$ cat config.mk
export PLATFORM = sky130hd
export DESIGN_NAME = chacha_ctrl
export DESIGN_NICKNAME = d
export VERILOG_FILES = /design/src/rtl/chacha_pkg.sv /design/src/rtl/chacha_ctrl.sv
export SDC_FILE = /design/constraint.sdc
export NUM_CORES = 1
export LEC_CHECK = 0
export ABC_AREA = 1
export BUFFER_PORTS_ARGS = -buffer_cell sky130_fd_sc_hd__buf_2
export CAP_MARGIN = 20
export CORE_AREA = 2 2 39 41
export CTS_BUF_LIST = sky130_fd_sc_hd__clkbuf_8
export DETAILED_ROUTE_END_ITERATION = 10
export DIE_AREA = 0 0 41 43
export SETUP_SLACK_MARGIN = 0.4
export SYNTH_ARGS = -nofsm -noshare
export SYNTH_HDL_FRONTEND = slang
export SYNTH_SLANG_ARGS = --single-unit
$ cat constraint.sdc
create_clock -name i_clk -period 2.6 [get_ports i_clk]
set_input_delay 0.13 -clock i_clk [delete_from_list [all_inputs] [get_ports i_clk]]
set_output_delay 0.13 -clock i_clk [all_outputs]
set_load 0.005 [all_outputs]
$ cat src/rtl/chacha_pkg.sv
// Package: types, constants and the quarter-round helper for the ChaCha20 block.
`timescale 1ns / 1ps
package chacha_pkg;
    localparam int DOUBLE_ROUNDS_DEF = 10;
    localparam int CFG_IDX_W = 3;
    localparam int CFG_DATA_W = 64;
    localparam logic [31:0] SIGMA0 = 32'h61707865;
    localparam logic [31:0] SIGMA1 = 32'h3320646e;
    localparam logic [31:0] SIGMA2 = 32'h79622d32;
    localparam logic [31:0] SIGMA3 = 32'h6b206574;

    localparam logic [CFG_IDX_W-1:0] REG_KEY01 = 3'd0;
    localparam logic [CFG_IDX_W-1:0] REG_KEY23 = 3'd1;
    localparam logic [CFG_IDX_W-1:0] REG_KEY45 = 3'd2;
    localparam logic [CFG_IDX_W-1:0] REG_KEY67 = 3'd3;
    localparam logic [CFG_IDX_W-1:0] REG_NONCE01 = 3'd4;
    localparam logic [CFG_IDX_W-1:0] REG_NONCE2 = 3'd5;

    typedef logic [31:0] t_word;
    typedef t_word [15:0] t_state;

    typedef enum logic [1:0] {
        ST_IDLE,
        ST_ROUND,
        ST_FINAL,
        ST_OUT
    } t_ctl_state;

    // Commands from the controller to the datapath.
    typedef struct packed {
        logic load;      // load initial state
        logic round;     // one column or diagonal round
        logic diag;      // 1 selects the diagonal round
        logic finish;    // add input words back
        logic emit;      // take the byte and present a result
    } t_cmd;

    function automatic t_word rotl(input t_word v, input int n);
        return (v << n) | (v >> (32 - n));
    endfunction

    function automatic logic [127:0] qr(input t_word a, input t_word b,
                                        input t_word c, input t_word d);
        t_word a1, b1, c1, d1;
        a1 = a + b;   d1 = rotl(d ^ a1, 16);
        c1 = c + d1;  b1 = rotl(b ^ c1, 12);
        a1 = a1 + b1; d1 = rotl(d1 ^ a1, 8);
        c1 = c1 + d1; b1 = rotl(b1 ^ c1, 7);
        return {d1, c1, b1, a1};
    endfunction
endpackage

$ cat src/rtl/chacha_ctrl.sv
// Controller state machine: sequences block generation and byte beats.
`timescale 1ns / 1ps
module chacha_ctrl #(
    parameter int DOUBLE_ROUNDS = chacha_pkg::DOUBLE_ROUNDS_DEF
) (
    input  logic              i_clk,
    input  logic              i_rst_n,
    input  logic              i_in_valid,
    input  logic              i_ks_ready,
    input  logic              i_out_free,
    output logic              o_in_ready,
    output chacha_pkg::t_cmd  o_cmd
);
    import chacha_pkg::*;
    localparam int RND = 2 * DOUBLE_ROUNDS;
    localparam int RW = $clog2(RND);

    t_ctl_state r_state, n_state;
    logic [RW-1:0] r_rnd, n_rnd;

    always_ff @(posedge i_clk) begin
        if (!i_rst_n) begin
            r_state <= ST_IDLE;
            r_rnd   <= '0;
        end else begin
            r_state <= n_state;
            r_rnd   <= n_rnd;
        end
    end

    always_comb begin
        n_state = r_state;
        n_rnd   = r_rnd;
        case (r_state)
            ST_IDLE: begin
                if (i_in_valid && !i_ks_ready) begin
                    n_state = ST_ROUND;
                    n_rnd   = '0;
                end
            end
            ST_ROUND: begin
                n_rnd = r_rnd + 1'b1;
                if (r_rnd == RW'(RND - 1)) n_state = ST_FINAL;
            end
            ST_FINAL: n_state = ST_IDLE;
            default:  n_state = ST_IDLE;
        endcase
    end

    always_comb begin
        o_cmd      = '0;
        o_in_ready = 1'b0;
        case (r_state)
            ST_IDLE: begin
                o_in_ready   = i_ks_ready && i_out_free;
                o_cmd.emit   = i_in_valid && o_in_ready;
                o_cmd.load   = i_in_valid && !i_ks_ready;
            end
            ST_ROUND: begin
                o_cmd.round = 1'b1;
                o_cmd.diag  = r_rnd[0];
            end
            ST_FINAL: o_cmd.finish = 1'b1;
            default: o_cmd = '0;
        endcase
    end
endmodule

==> metrics.yaml <==
outcome: "complete, no violations"
start_kind: "flip-flop"
core_um2: 1380
synth.distinct_cells: 19
cts_setup_buffers: 0
timing_hold_violations_final: 0
power.leakage_nw: 0.244
antenna_found_initial: 0
synth-seq-cells: 7
min_period_ns: 1.27
finalCritPeriodShare_pct: 48.9
clockBufferDepth: 2
crit_required_ns: 2.47
diodes: 0
final_nets: 77
grt_pass1_vias: 320
globalRouteOverflowTotal: 0
crit_type: "reg -> out"
met3WireLength_um: 49
start_util_pct: 28.5
dr_wl_met2_um: 332
clock-sinks: 7
cts_resized: 0
tightest_slew_ns: 0.233
die_w_um: 41
multi_input_area_um2: 196
crit_chain: "inv_1 > nor2_4 > inv_2 > nor2_1 > buf_2"
relSlewSlack_pct: 84.4
cpPeakStageDelay_ns: 0.34
grt_max_degree: 9
hold_class: "in -> reg"
drive_gt1_share_pct: 25.7
finalSetupViolations: 0
cts_tree: "done"
reg2reg_depth: 4
die-height_um: 43
rows: 14
clockRootBuffer: "clkbuf_8"
area_delta_synth_final_pct: 26.0
drt-total-wl_um: 811
clk_latency_ns: 0.23
timing.rr.start: "r_rnd[0]$_SDFFE_PN0P_"
layout_common_cells: "inv_1 (12), nand3_1 (10), buf_2 (10), dfxtp_1 (7), nand2_1 (6)"
worst_clock_skew_ns: 0.00209
worstSetupEndpointType: "output pin"
num_vias: 379
worst-path-max-fanout: 8
worstPathBufferInverterCount: 3
htree_levels: 1
wl_met1_um: 402
crit_slowest_cell: "dfxtp_1"
holdPathStages: 3
final_common_cell: "inv_1"
syn_inst: 58
crit-reg2reg-capture: "r_rnd[2]$_SDFFE_PN0P_"
cts_buffers: 3
vias_per_cell: 4.41
gp_congestion: 0.774
syn_nets: 64
hold_path.startpoint: "i_rst_n"
dieArea_um2: 1760
worst-path-stages: 5
tns_ns: 0
highest_layer: "met4"
synth_top_cell_by_area: "dfxtp_1"
grt_use_total_pct: 10.6
max_freq_ghz: 0.787
r2r_setup_slack_ns: 1.48
hold_path_end: "r_rnd[0]$_SDFFE_PN0P_"
slew_violations: 0
peakVddDrop_mv: 0.356
ant_nets: 0
power_mw: 0.298
io_buffers: 10
yosys_warnings: 0
fill_cells: 156
postCtsHoldBufs: 0
maxCapViolations: 0
grt_pass1_wl_um: 1220
whs_ns: 0.180
cp.arrival_ns: 1.14
synth_top_area_share_pct: 35.6
wl_per_cell_um: 9.43
power_density_nw_per_um2: 599
detail_route.drc_violations: 0
drt_iter0_markers: 4
yosys-top-cells-area: "dfxtp_1 (36%), nand3_1 (13%), inv_1 (10%)"
dr.pass1.iters: 2
synth.avg_cell_area_um2: 6.80
clk_pin_slew_ns: 0.04
synth_area_um2: 394
ys_seq_area_share_pct: 35.6
place_hpwl_um: 600
ff_latch_area_um2: 140
path_delay_family: "flip-flops"
ios: 11
rsz0062_at_grt: "false"
==> synthesized netlist by cell type <==
master	count
buf_4	1
dfxtp_1	7
nor4_1	1
o21ai_0	1
nor3_1	1
o21ai_1	1
inv_2	1
clkbuf_2	1
nor2_4	1
nand2_2	1
ha_1	1
nand3_1	10
inv_1	11
nand4_1	2
nand2_1	6
a21oi_1	5
or2_2	1
nor3_2	1
nor2_1	5
==> layer usage <==
layer / vias up / track usage [%]
li1: 211 / -
met1: 153 / 12.7
met2: 13 / 15.0
met3: 2 / 3.14
met4: 0 / 8.00
met5: - / 0
==> state kept, by name, indices dropped and copies added, names as in the netlist <==
register / count
r_state: 2
r_rnd: 5
==> worst register-to-register path, delay by kind of cell (launching register included) <==
| family | cells | cell delay (ns) |
|---|---|---|
| compound gates | 1 | 0.06 |
| flops | 1 | 0.34 |
| simple gates | 2 | 0.35 |
| fa+ha+maj | 1 | 0.26 |
==> worst max path at each step <==
stage | startpoint | end | slack [ns]
after floorplan | r_rnd[0]$_SDFFE_PN0P_ | r_rnd[2]$_SDFFE_PN0P_ | 1.53
after global placement | r_rnd[0]$_SDFFE_PN0P_ | r_rnd[2]$_SDFFE_PN0P_ | 1.50
after detailed placement | r_rnd[0]$_SDFFE_PN0P_ | r_rnd[2]$_SDFFE_PN0P_ | 1.48
after CTS | r_state[0]$_SDFFE_PN0P_ | o_cmd[2] | 1.32
after global routing | r_state[0]$_SDFFE_PN0P_ | o_cmd[2] | 1.24
final | r_state[0]$_SDFFE_PN0P_ | o_cmd[2] | 1.33
==> power breakdown <==
group	internal, mW	leakage [nW]	total [mW]	switching, mW
registers	0.111	0.0568	0.114	0.00288
logic	0.0103	0.161	0.0278	0.0175
clock network	0.103	0.0269	0.156	0.0536
==> layout make-up <==
cell class	instances	share of cell area [%]
inverter	12	9.07
sequential	7	28.2
timing repair buffer	10	10.1
tap	16	4.03
multi-input combinational	37	39.5
clock buffer	3	8.31
clock inverter	1	0.756
==> cell families (layout without fill, tap and decap cells) <==
| group | after synthesis | after routing | share of synthesized area [%] |
|---|---|---|---|
| and+or+nand+nor | 29 | 29 | 37.8 |
| AOI/OAI and AO/OA | 7 | 7 | 8.89 |
| buffers and inverters | 14 | 26 | 14.6 |
| adders and majority gates | 1 | 1 | 3.17 |
| DFF | 7 | 7 | 35.6 |
==> stage by stage <==
stage               setup slack, ns  cell area, µm²  cells  utilization (%)
global placement               1.50             452     82             32.6
floorplan                      1.53             394     58                -
finish                         1.33             497     86             35.9
CTS                            1.32             497     86             35.9
global route                   1.24             497     86             35.9
detailed placement             1.48             452     82             32.6
Note: power is estimated with default switching activity, not from simulation.
